===== config.mk =====
export PLATFORM = sky130hd
export DESIGN_NAME = event_log_edge_throttle
export DESIGN_NICKNAME = d
export VERILOG_FILES = /design/src/design/elet_pkg.sv /design/src/design/event_log_edge_throttle.sv /design/src/design/elet_rule_scan.sv
export SDC_FILE = /design/constraint.sdc
export NUM_CORES = 2
export LEC_CHECK = 0
export ABC_AREA = 1
export BUFFER_PORTS_ARGS = -buffer_cell sky130_fd_sc_hd__clkbuf_2
export CAP_MARGIN = 20
export CORE_ASPECT_RATIO = 0.5
export CORE_MARGIN = 2
export CORE_UTILIZATION = 35
export CTS_BUF_LIST = sky130_fd_sc_hd__clkbuf_4 sky130_fd_sc_hd__clkbuf_8 sky130_fd_sc_hd__clkbuf_16
export CTS_CLUSTER_DIAMETER = 120
export DETAILED_ROUTE_END_ITERATION = 16
export GPL_TIMING_DRIVEN = 1
export PLACE_DENSITY_LB_ADDON = 0.05
export SYNTH_ARGS = -nofsm -noshare
export SYNTH_HDL_FRONTEND = slang
export SYNTH_SLANG_ARGS = --single-unit

===== constraint.sdc =====
create_clock -name clock -period 8.8 [get_ports clock]
set_clock_uncertainty 0.05 [all_clocks]
set_input_delay 2.64 -clock clock [delete_from_list [all_inputs] [get_ports clock]]
set_output_delay 2.64 -clock clock [all_outputs]
set_load 0.005 [all_outputs]

===== src/design/elet_pkg.sv =====
`timescale 1ns / 1ps
// Package for the event log edge throttle: sizes, codes, item structs and
// the small helper functions used by the rule scanner and the top level.
// No dependencies.
package elet_pkg;

   localparam int RULE_SLOTS = 64;
   localparam int FAMILIES   = 4;
   localparam int SLOT_W     = (RULE_SLOTS > 1) ? $clog2(RULE_SLOTS) : 1;
   localparam int FAM_W      = (FAMILIES > 1) ? $clog2(FAMILIES) : 1;

   localparam logic [14:0] REPORT_MAX = 15'h7fff;

   typedef enum logic [1:0] {
      FUNC_EVENT  = 2'd0,
      FUNC_RULE   = 2'd1,
      FUNC_REPORT = 2'd2,
      FUNC_CLEAR  = 2'd3
   } func_type;

   typedef enum logic [2:0] {
      CSR_QUIET     = 3'd0,
      CSR_FATAL     = 3'd1,
      CSR_WARN      = 3'd2,
      CSR_HEARTBEAT = 3'd3,
      CSR_REPORT    = 3'd4
   } csr_index_type;

   typedef enum logic [1:0] {
      ST_IDLE,
      ST_SCAN,
      ST_DECIDE,
      ST_RESULT
   } state_type;

   // rule slot contents apart from the valid bit
   typedef struct packed {
      logic [11:0] code;
      logic        routed;
      logic [1:0]  group;
      logic        fault;
      logic        pre;
   } rule_body_type;

   typedef struct packed {
      logic              en;
      logic [SLOT_W-1:0] idx;
      logic              valid;
      rule_body_type     body;
   } rule_wr_type;

   typedef struct packed {
      logic             hit;
      logic             fault;
      logic [FAM_W-1:0] fam;
      logic             pre;
   } scan_result_type;

   // group index modulo FAMILIES, a few conditional subtracts
   function automatic logic [FAM_W-1:0] fam_of(input logic [1:0] g);
      int v;
      v = int'(g);
      for (int k = 0; k < 4; k++) begin
         if (v >= FAMILIES) v = v - FAMILIES;
      end
      return FAM_W'(v);
   endfunction

   // wrapping elapsed test: difference read as signed, at least the interval
   function automatic logic time_passed(input logic [31:0] now,
                                        input logic [31:0] since,
                                        input logic [30:0] interval);
      logic [31:0] d;
      d = now - since;
      return !d[31] && (d[30:0] >= interval);
   endfunction

endpackage


===== src/design/event_log_edge_throttle.sv =====
`timescale 1ns / 1ps
// Event log edge throttle top level: handshakes, registers, family and
// drop-report state, decision sequencer. Depends on elet_pkg, elet_rule_scan.
//
//   channel | dir | handshake             | payload
//   req     | in  | req_tvalid/req_tready | tuser func, tdata event/rule fields
//   rsp     | out | rsp_tvalid/rsp_tready | tdata persist, report_count
//   csr     | in  | csr_we                | csr_addr, csr_wdata
//
// One item at a time. A non-fatal event reads every rule slot through the
// single memory read port before its result is ready. Fatal events, rule
// writes, reports and clears skip the scan and go straight to the result.
// Reset is synchronous; the rule table comes out of reset all invalid.
// A held result stalls the sequencer; req_tready is low until it moves on.
module event_log_edge_throttle
   import elet_pkg::*;
(
   input  logic        clock,
   input  logic        reset,
   input  logic        req_tvalid,
   output logic        req_tready,
   input  logic [63:0] req_tdata,  // code[11:0] level[14:12] now_ms[46:15]
                                   // rule_index[52:47] rule_valid[53]
                                   // rule_routed[54] rule_group[56:55]
                                   // rule_fault[57] rule_preamble[58] zeros
   input  logic [1:0]  req_tuser,  // func[1:0]
   output logic        rsp_tvalid,
   input  logic        rsp_tready,
   output logic [15:0] rsp_tdata,  // persist[0] report_count[15:1]
   input  logic        csr_we,
   input  logic [2:0]  csr_addr,
   input  logic [30:0] csr_wdata
);

   // input fields
   logic [11:0] in_code;
   logic [2:0]  in_level;
   logic [31:0] in_now;
   logic [5:0]  in_index;
   func_type    in_func;

   assign in_code  = req_tdata[11:0];
   assign in_level = req_tdata[14:12];
   assign in_now   = req_tdata[46:15];
   assign in_index = req_tdata[52:47];
   assign in_func  = func_type'(req_tuser);

   // registers
   logic        quiet_ff;
   logic [2:0]  fatal_ff;
   logic [2:0]  warn_ff;
   logic [30:0] hb_ff;
   logic [30:0] rpt_ff;

   always_ff @(posedge clock) begin
      if (reset) begin
         quiet_ff <= 1'b0;
         fatal_ff <= 3'd4;
         warn_ff  <= 3'd2;
         hb_ff    <= 31'd3600000;
         rpt_ff   <= 31'd3600000;
      end else if (csr_we) begin
         unique case (csr_index_type'(csr_addr))
            CSR_QUIET:     quiet_ff <= csr_wdata[0];
            CSR_FATAL:     fatal_ff <= csr_wdata[2:0];
            CSR_WARN:      warn_ff  <= csr_wdata[2:0];
            CSR_HEARTBEAT: hb_ff    <= csr_wdata;
            CSR_REPORT:    rpt_ff   <= csr_wdata;
            default: ;
         endcase
      end
   end

   // sequencer and state
   state_type   state_ff, state_in;
   logic [11:0] code_ff;
   logic [2:0]  level_ff;
   logic [31:0] now_ff;

   logic              seen_ff   [FAMILIES];
   logic              faulty_ff [FAMILIES];
   logic [31:0]       last_ff   [FAMILIES];
   logic [31:0]       count_ff;
   logic [31:0]       win_ff;
   logic              armed_ff;

   logic              res_persist_ff, res_persist_in;
   logic [14:0]       res_count_ff,   res_count_in;
   logic              rsp_valid_ff;
   logic [15:0]       rsp_data_ff;

   logic              accept, slot_free;
   logic              do_scan, do_report, do_clear, do_decide, do_emit;
   rule_wr_type       wr;
   logic              scan_done;
   scan_result_type   scan;

   assign accept    = req_tvalid && req_tready;
   assign slot_free = !rsp_valid_ff || rsp_tready;
   assign req_tready = (state_ff == ST_IDLE) && !reset;

   always_comb begin
      wr.en    = accept && (in_func == FUNC_RULE) && (int'(in_index) < RULE_SLOTS);
      wr.idx   = SLOT_W'(in_index);
      wr.valid = req_tdata[53];
      wr.body  = '{code: in_code, routed: req_tdata[54], group: req_tdata[56:55],
                   fault: req_tdata[57], pre: req_tdata[58]};
   end

   elet_rule_scan u_scan (
      .clock  (clock),
      .reset  (reset),
      .wr     (wr),
      .start  (do_scan),
      .code   (code_ff),
      .done   (scan_done),
      .result (scan)
   );

   always_ff @(posedge clock) begin
      if (reset) state_ff <= ST_IDLE;
      else       state_ff <= state_in;
   end

   always_comb begin
      state_in  = state_ff;
      do_scan   = 1'b0;
      do_report = 1'b0;
      do_clear  = 1'b0;
      do_decide = 1'b0;
      do_emit   = 1'b0;
      unique case (state_ff)
         ST_IDLE: begin
            if (accept) begin
               state_in = ST_RESULT;
               unique case (in_func)
                  FUNC_EVENT: begin
                     if (in_level < fatal_ff) begin
                        do_scan  = 1'b1;
                        state_in = ST_SCAN;
                     end
                  end
                  FUNC_RULE:   ;
                  FUNC_REPORT: do_report = 1'b1;
                  FUNC_CLEAR:  do_clear  = 1'b1;
                  default: ;
               endcase
            end
         end
         ST_SCAN: begin
            if (scan_done) state_in = ST_DECIDE;
         end
         ST_DECIDE: begin
            do_decide = 1'b1;
            state_in  = ST_RESULT;
         end
         ST_RESULT: begin
            if (slot_free) begin
               do_emit  = 1'b1;
               state_in = ST_IDLE;
            end
         end
         default: state_in = ST_IDLE;
      endcase
   end

   // report release, evaluated on the accepted item
   logic report_rel;
   assign report_rel = armed_ff && (count_ff != '0) && time_passed(in_now, win_ff, rpt_ff);

   // event decision for the latched item
   logic             f_faulty, f_seen, hb_ok;
   logic             d_persist, d_drop, d_upd, d_set_faulty, d_clr_faulty, d_set_seen;
   logic [FAM_W-1:0] fam;

   assign fam      = scan.fam;
   assign f_faulty = faulty_ff[fam];
   assign f_seen   = seen_ff[fam];
   assign hb_ok    = time_passed(now_ff, last_ff[fam], hb_ff);

   always_comb begin
      d_persist    = 1'b0;
      d_drop       = 1'b0;
      d_upd        = 1'b0;
      d_set_faulty = 1'b0;
      d_clr_faulty = 1'b0;
      d_set_seen   = 1'b0;
      priority if (scan.hit && scan.fault) begin
         if (!f_faulty) begin
            d_persist    = 1'b1;
            d_set_faulty = 1'b1;
            d_upd        = 1'b1;
         end else if (hb_ok) begin
            d_persist = 1'b1;
            d_upd     = 1'b1;
         end else begin
            d_drop = 1'b1;
         end
      end else if (level_ff >= warn_ff) begin
         d_persist = 1'b1;
      end else if (quiet_ff && scan.pre) begin
         d_drop = 1'b1;
      end else if (!scan.hit) begin
         d_persist = 1'b1;
      end else if (!f_seen || f_faulty) begin
         d_persist    = 1'b1;
         d_set_seen   = 1'b1;
         d_clr_faulty = 1'b1;
         d_upd        = 1'b1;
      end else if (hb_ok) begin
         d_persist = 1'b1;
         d_upd     = 1'b1;
      end else begin
         d_drop = 1'b1;
      end
   end

   always_comb begin
      res_persist_in = res_persist_ff;
      res_count_in   = res_count_ff;
      if (accept) begin
         res_persist_in = (in_func == FUNC_EVENT);  // fatal; scanned events overwrite
         res_count_in   = '0;
         if (do_report && report_rel) begin
            res_count_in = (count_ff > 32'(REPORT_MAX)) ? REPORT_MAX : count_ff[14:0];
         end
      end else if (do_decide) begin
         res_persist_in = d_persist;
      end
   end

   always_ff @(posedge clock) begin
      res_persist_ff <= res_persist_in;
      res_count_ff   <= res_count_in;
      if (accept) begin
         code_ff  <= in_code;
         level_ff <= in_level;
         now_ff   <= in_now;
      end
   end

   always_ff @(posedge clock) begin
      if (reset || do_clear) begin
         for (int f = 0; f < FAMILIES; f++) begin
            seen_ff[f]   <= 1'b0;
            faulty_ff[f] <= 1'b0;
            last_ff[f]   <= '0;
         end
         count_ff <= '0;
         win_ff   <= '0;
         armed_ff <= 1'b0;
      end else if (do_report) begin
         if (report_rel) begin
            count_ff <= '0;
            armed_ff <= 1'b0;
         end
      end else if (do_decide) begin
         if (d_set_faulty) faulty_ff[fam] <= 1'b1;
         if (d_clr_faulty) faulty_ff[fam] <= 1'b0;
         if (d_set_seen)   seen_ff[fam]   <= 1'b1;
         if (d_upd)        last_ff[fam]   <= now_ff;
         if (d_drop) begin
            if (count_ff == '0) begin
               win_ff   <= now_ff;
               armed_ff <= 1'b1;
            end
            if (count_ff != '1) count_ff <= count_ff + 32'd1;
         end
      end
   end

   // output register
   always_ff @(posedge clock) begin
      if (reset) begin
         rsp_valid_ff <= 1'b0;
      end else if (do_emit) begin
         rsp_valid_ff <= 1'b1;
      end else if (rsp_tready) begin
         rsp_valid_ff <= 1'b0;
      end
   end

   always_ff @(posedge clock) begin
      if (do_emit) rsp_data_ff <= {res_count_ff, res_persist_ff};
   end

   assign rsp_tvalid = rsp_valid_ff;
   assign rsp_tdata  = rsp_data_ff;

endmodule


===== src/design/elet_rule_scan.sv =====
`timescale 1ns / 1ps
// Rule table: a one-port-read synchronous memory of rule slots plus valid
// flops, and the sequential scan that finds the family rule of a code.
// Depends on elet_pkg.
module elet_rule_scan
   import elet_pkg::*;
(
   input  logic            clock,
   input  logic            reset,
   input  rule_wr_type     wr,
   input  logic            start,
   input  logic [11:0]     code,
   output logic            done,
   output scan_result_type result
);

   rule_body_type     mem [RULE_SLOTS];
   logic [RULE_SLOTS-1:0] valid_ff;

   logic              running_ff;
   logic [SLOT_W-1:0] addr_ff;
   logic              rd_pend_ff;
   logic              rd_last_ff;
   logic              rd_valid_ff;
   rule_body_type     rd_body_ff;
   logic              done_ff;
   scan_result_type   acc_ff;
   logic              match;

   always_ff @(posedge clock) begin
      if (wr.en) mem[wr.idx] <= wr.body;
      rd_body_ff <= mem[addr_ff];
   end

   always_ff @(posedge clock) begin
      if (reset) begin
         valid_ff <= '0;
      end else if (wr.en) begin
         valid_ff[wr.idx] <= wr.valid;
      end
   end

   // read issue side: one slot per cycle
   always_ff @(posedge clock) begin
      if (reset) begin
         running_ff <= 1'b0;
         addr_ff    <= '0;
         rd_pend_ff <= 1'b0;
         rd_last_ff <= 1'b0;
      end else begin
         rd_pend_ff <= running_ff;
         rd_last_ff <= running_ff && (addr_ff == SLOT_W'(RULE_SLOTS - 1));
         if (start) begin
            running_ff <= 1'b1;
            addr_ff    <= '0;
         end else if (running_ff) begin
            if (addr_ff == SLOT_W'(RULE_SLOTS - 1)) running_ff <= 1'b0;
            else addr_ff <= addr_ff + 1'b1;
         end
      end
   end

   always_ff @(posedge clock) begin
      rd_valid_ff <= valid_ff[addr_ff];
   end

   assign match = rd_pend_ff && rd_valid_ff && (rd_body_ff.code == code);

   // data side: first routed match wins, preamble is an OR over all matches
   always_ff @(posedge clock) begin
      if (reset) begin
         done_ff <= 1'b0;
         acc_ff  <= '0;
      end else begin
         done_ff <= rd_pend_ff && rd_last_ff;
         if (start) begin
            acc_ff <= '0;
         end else if (match) begin
            if (rd_body_ff.pre) acc_ff.pre <= 1'b1;
            if (rd_body_ff.routed && !acc_ff.hit) begin
               acc_ff.hit   <= 1'b1;
               acc_ff.fault <= rd_body_ff.fault;
               acc_ff.fam   <= fam_of(rd_body_ff.group);
            end
         end
      end
   end

   assign done   = done_ff;
   assign result = acc_ff;

endmodule


==> summary by stage <==
Worst hold path
The worst min-delay path class is reg -> reg.

Setup path
Data on the critical path arrives at its endpoint at 8060 ps. The maximum fanout along the worst path is 34. The category of the worst setup path capture point is a flip-flop. The critical path is of the reg -> reg type. At the worst endpoint, the required time is 9360 ps. The slowest stage cell on the critical path is sky130_fd_sc_hd__nor2_4. By instance count, the cell type seen most on the critical path is sky130_fd_sc_hd__a21oi_1.

On the worst path, the slowest cell contributes a delay of 900 ps. The type of element launching the critical path is a flip-flop.

Timing
For this run, the top clock speed supported by timing is about 130 MHz. Setup violations remaining at the end of the flow were counted as 0. For the pin with the worst max-slew slack, the measured transition is 1070 ps. The share of the clock period used by the worst path after layout is 85.2%.

Setup repair after global routing left no endpoint under its margin. The clock period minus final worst setup slack is 7500 ps. Adding up every negative setup slack in the final design gives 0 ps. The count of endpoints failing hold in the final timing report came to 0. The final count of pins violating max slew is 0. Measured against its own limit, the worst slew margin works out to 28.7%. The final-layout worst hold slack is 368 ps.

Synth
By count the netlist is led by sky130_fd_sc_hd__edfxtp_1 (1303), sky130_fd_sc_hd__nor2_1 (930), sky130_fd_sc_hd__o21ai_0 (767), sky130_fd_sc_hd__nand2_1 (683), sky130_fd_sc_hd__inv_1 (360). The number of storage elements in the synthesis netlist is 1539. The most frequently used cell type in the post-synthesis netlist is sky130_fd_sc_hd__edfxtp_1. The number of nets handed over by synthesis was 6155. The share of flip-flops with an asynchronous set or reset after synthesis is 0%. Each instance of the synthesized netlist takes up on average around 11 µm². The share of the synthesized area in the top cell type is 59.7%.

The number of flops mapped to enable cells by yosys is 1303. Sequential elements use about two thirds of the synthesized area. The number of different library cells used by synthesis comes to 53.

sky130_fd_sc_hd__edfxtp_1 takes more of the synthesized area than any other cell. The gate count of the mapped netlist is 5911. The total number of yosys warnings is 0.

After synthesis the cells add up to 65500 µm². Sorting the synthesized cells by area gives the leading types as sky130_fd_sc_hd__edfxtp_1 (60%), sky130_fd_sc_hd__dfxtp_1 (7.2%), sky130_fd_sc_hd__o21ai_0 (5.9%), sky130_fd_sc_hd__nor2_1 (5.3%), sky130_fd_sc_hd__nand2_1 (3.9%). The most used flip-flop cell after synthesis is sky130_fd_sc_hd__edfxtp_1.

Cells and area
Leaving out filler cells and counting taps, the final layout contains 8632. The filler cells instantiated in the layout total 17.8k. The area overhead of the layout relative to synthesis is 14.0%. The final core utilization is 40.1%.

The combined area of the multi-input logic cells is 19200 µm². For this run, the post-layout net count is 6246. In the final layout, flip-flops and latches occupy 43900 µm². Of the cells placed in the final design, the portion with a size suffix greater than 1 is 10.3%.

Clocking
Gates resized during post-CTS repair numbered 0. The number of buffers created by CTS is 160. TritonCTS built the clock tree. The H-tree generated during clock tree synthesis spans 4 levels. The tree built by TritonCTS fans out to ~1.5k sinks. Once the clock tree was built, the setup fixing pass inserted 0 buffers.

The number of hold buffers added after CTS was 0. The worst-skew pair later-pin latency is 800 ps. The clock tree root driver cell is sky130_fd_sc_hd__clkbuf_16.

After clock tree synthesis, the clock-pin slew on the worst setup and hold paths is 60 ps. The number of buffers on the longest clock path is 4.

Floorplanning
The horizontal die dimension is 616 µm. The core region is about 190000 µm². The number of top-level design ports is ~120. In this run the core area contains roughly 110 standard-cell rows. Measured along the y axis, the die boundary spans around 310 µm. The initial utilization of the core area, before any placement, comes to 35.2%.

The floorplan step defined a die boundary enclosing 191000 µm².

Route
The number of vias per cell is ~5.3. The first detailed-routing pass took 5 iterations. The detailed router finished its first iteration with 3953 violations.

The detail route stage leaves a number of antenna-violating nets equal to 0. The average routed wire per standard cell is 24.2 µm. The detailed router placed 46.0k vias in this run. The detailed-route DRC error count is 0.

The total wire length after detailed routing is between 200 and 250 mm.

Placement
The cell total after placement is 8346. The total of buffers placed on input and output ports is 117. Summed over all nets, the half-perimeter wirelength after detailed placement is about 120 mm. The final weighted congestion of routability-driven global placement is slightly above 0.8.

Global routing
The global-route wire length before repair is between 300 and 400 mm. The number of antenna violations at the first check in global routing came to 14. Global routing consumed, over all layers together, 21.4% of the routing resources.

Entering global routing, the biggest net connects ~170 pins. The leftover overflow at the end of global routing is 0. The via count of the first global-routing pass is 44.2k.

Flow run
The max-cap check violation count is 0.

Power
The cell leakage power is about 0.026 µW. The power per cell area is 216 nW/µm². VDD sags by at most between 0.0001 and 0.00015 V.

Run status
The run finished with clean final reports.
-- flip-flops by register name, indices dropped and copies added, names as in the netlist, 4 cells and up, named ones only --
signal	count
u_scan.mem	1088
res_count_ff	15
code_ff	12
u_scan.valid_ff	64
rpt_ff	31
hb_ff	31
faulty_ff	4
count_ff	32
win_ff	32
u_scan.result	5
rsp_tdata	16
now_ff	32
u_scan.addr_ff	6
seen_ff	4
last_ff	128
u_scan.rd_body_ff	17
-- through the flow --
step / instance area, µm² / power [µW] / setup slack (ps)
after floorplan: 65500 / 8900 / 1730
after global routing: 74600 / 16700 / 763
after global placement: 69400 / 9360 / 838
final: 74700 / 16100 / 1300
after CTS: 74600 / 16300 / 1220
after detailed placement: 69400 / 9390 / 780
-- worst max-delay path, delay by kind of cell, from the launching register on --
kind	cells	cell delay, ps
adder cells (fa/ha/maj)	2	630
buffers and inverters	2	1040
flip-flops	1	430
XOR/XNOR	1	110
AND/OR/NAND/NOR	11	2540
AO/OA/AOI/OAI	11	2440
-- layer usage --
metal | up-vias | share of wire [%] | track usage [%]
met4 | 2 | 2.1 | 4.93
li1 | 21400 | - | -
met1 | 23100 | 46 | 30.2
met3 | 281 | 5.2 | 2.93
met2 | 1154 | 46 | 35.2
met5 | - | 0.0058 | 0
-- report_power, final --
group | internal (µW) | switching [µW] | total [µW]
clock | 4000 | 2890 | 6890
sequential | 8020 | 59.4 | 8080
combinational | 337 | 811 | 1150
total | 12400 | 3760 | 16100
-- layout make-up --
cell class | count | area share, %
flip-flops and latches | 1539 | 58.8
clock buffers | 213 | 6.12
inverters | 367 | 1.87
clock inverters | 67 | 0.861
diodes | 4 | 0.0134
repair buffers | 262 | 2.39
well taps | 2508 | 4.20
multi-input cells | 3672 | 25.8
-- worst paths after layout --
path | startpoint | end | slack [ps] | cells past startpoint
worst max-delay path | flip-flop | last_ff[2][23]$_SDFFCE_PN0P_ | 1300 | 27
worst min-delay path | res_count_ff[3]$_SDFFCE_PN0P_ | rsp_tdata[4]$_DFFE_PP_ | 370 | 0
worst min register to register | res_count_ff[3]$_SDFFCE_PN0P_ | rsp_tdata[4]$_DFFE_PP_ | 370 | 0
worst max register to register | flip-flop | last_ff[2][23]$_SDFFCE_PN0P_ | 1300 | 27
-- cell usage in the layout, fill, tap and decap left out, types with 13 or more instances in the layout --
cell	Yosys	final
sky130_fd_sc_hd__o22ai_1	172	172
sky130_fd_sc_hd__o21ai_0	767	763
sky130_fd_sc_hd__nand3_1	160	159
sky130_fd_sc_hd__clkbuf_8	0	13
sky130_fd_sc_hd__nor2_2	2	60
sky130_fd_sc_hd__o211ai_1	56	56
sky130_fd_sc_hd__nand4_1	81	81
sky130_fd_sc_hd__a31oi_1	28	28
sky130_fd_sc_hd__inv_1	360	354
sky130_fd_sc_hd__a32o_1	33	33
sky130_fd_sc_hd__ha_1	137	137
sky130_fd_sc_hd__edfxtp_1	1303	1303
sky130_fd_sc_hd__xor2_1	54	54
sky130_fd_sc_hd__nor2_1	930	866
sky130_fd_sc_hd__dfxtp_1	236	232
sky130_fd_sc_hd__buf_4	7	136
sky130_fd_sc_hd__clkinv_2	0	27
sky130_fd_sc_hd__a21oi_1	321	320
sky130_fd_sc_hd__nand2_1	683	683
sky130_fd_sc_hd__clkbuf_16	0	165
sky130_fd_sc_hd__clkbuf_2	0	116
sky130_fd_sc_hd__xnor2_1	18	18
sky130_fd_sc_hd__clkbuf_4	0	35
sky130_fd_sc_hd__clkinv_1	3	21
sky130_fd_sc_hd__o221ai_1	107	107
sky130_fd_sc_hd__nor3_1	41	40
-- cell families (layout without fill, tap and decap cells) --
family,after synthesis,after routing,share of synthesized area (%)
XOR/XNOR,72,72,0.963
adder cells (fa/ha/maj),139,139,2.68
other,0,4,0
flip-flops,1539,1539,66.9
buffers and inverters,700,909,4.08
AO/OA/AOI/OAI,1534,1534,13.4
AND/OR/NAND/NOR,1927,1927,11.9
(Power assumes the default switching activity.)
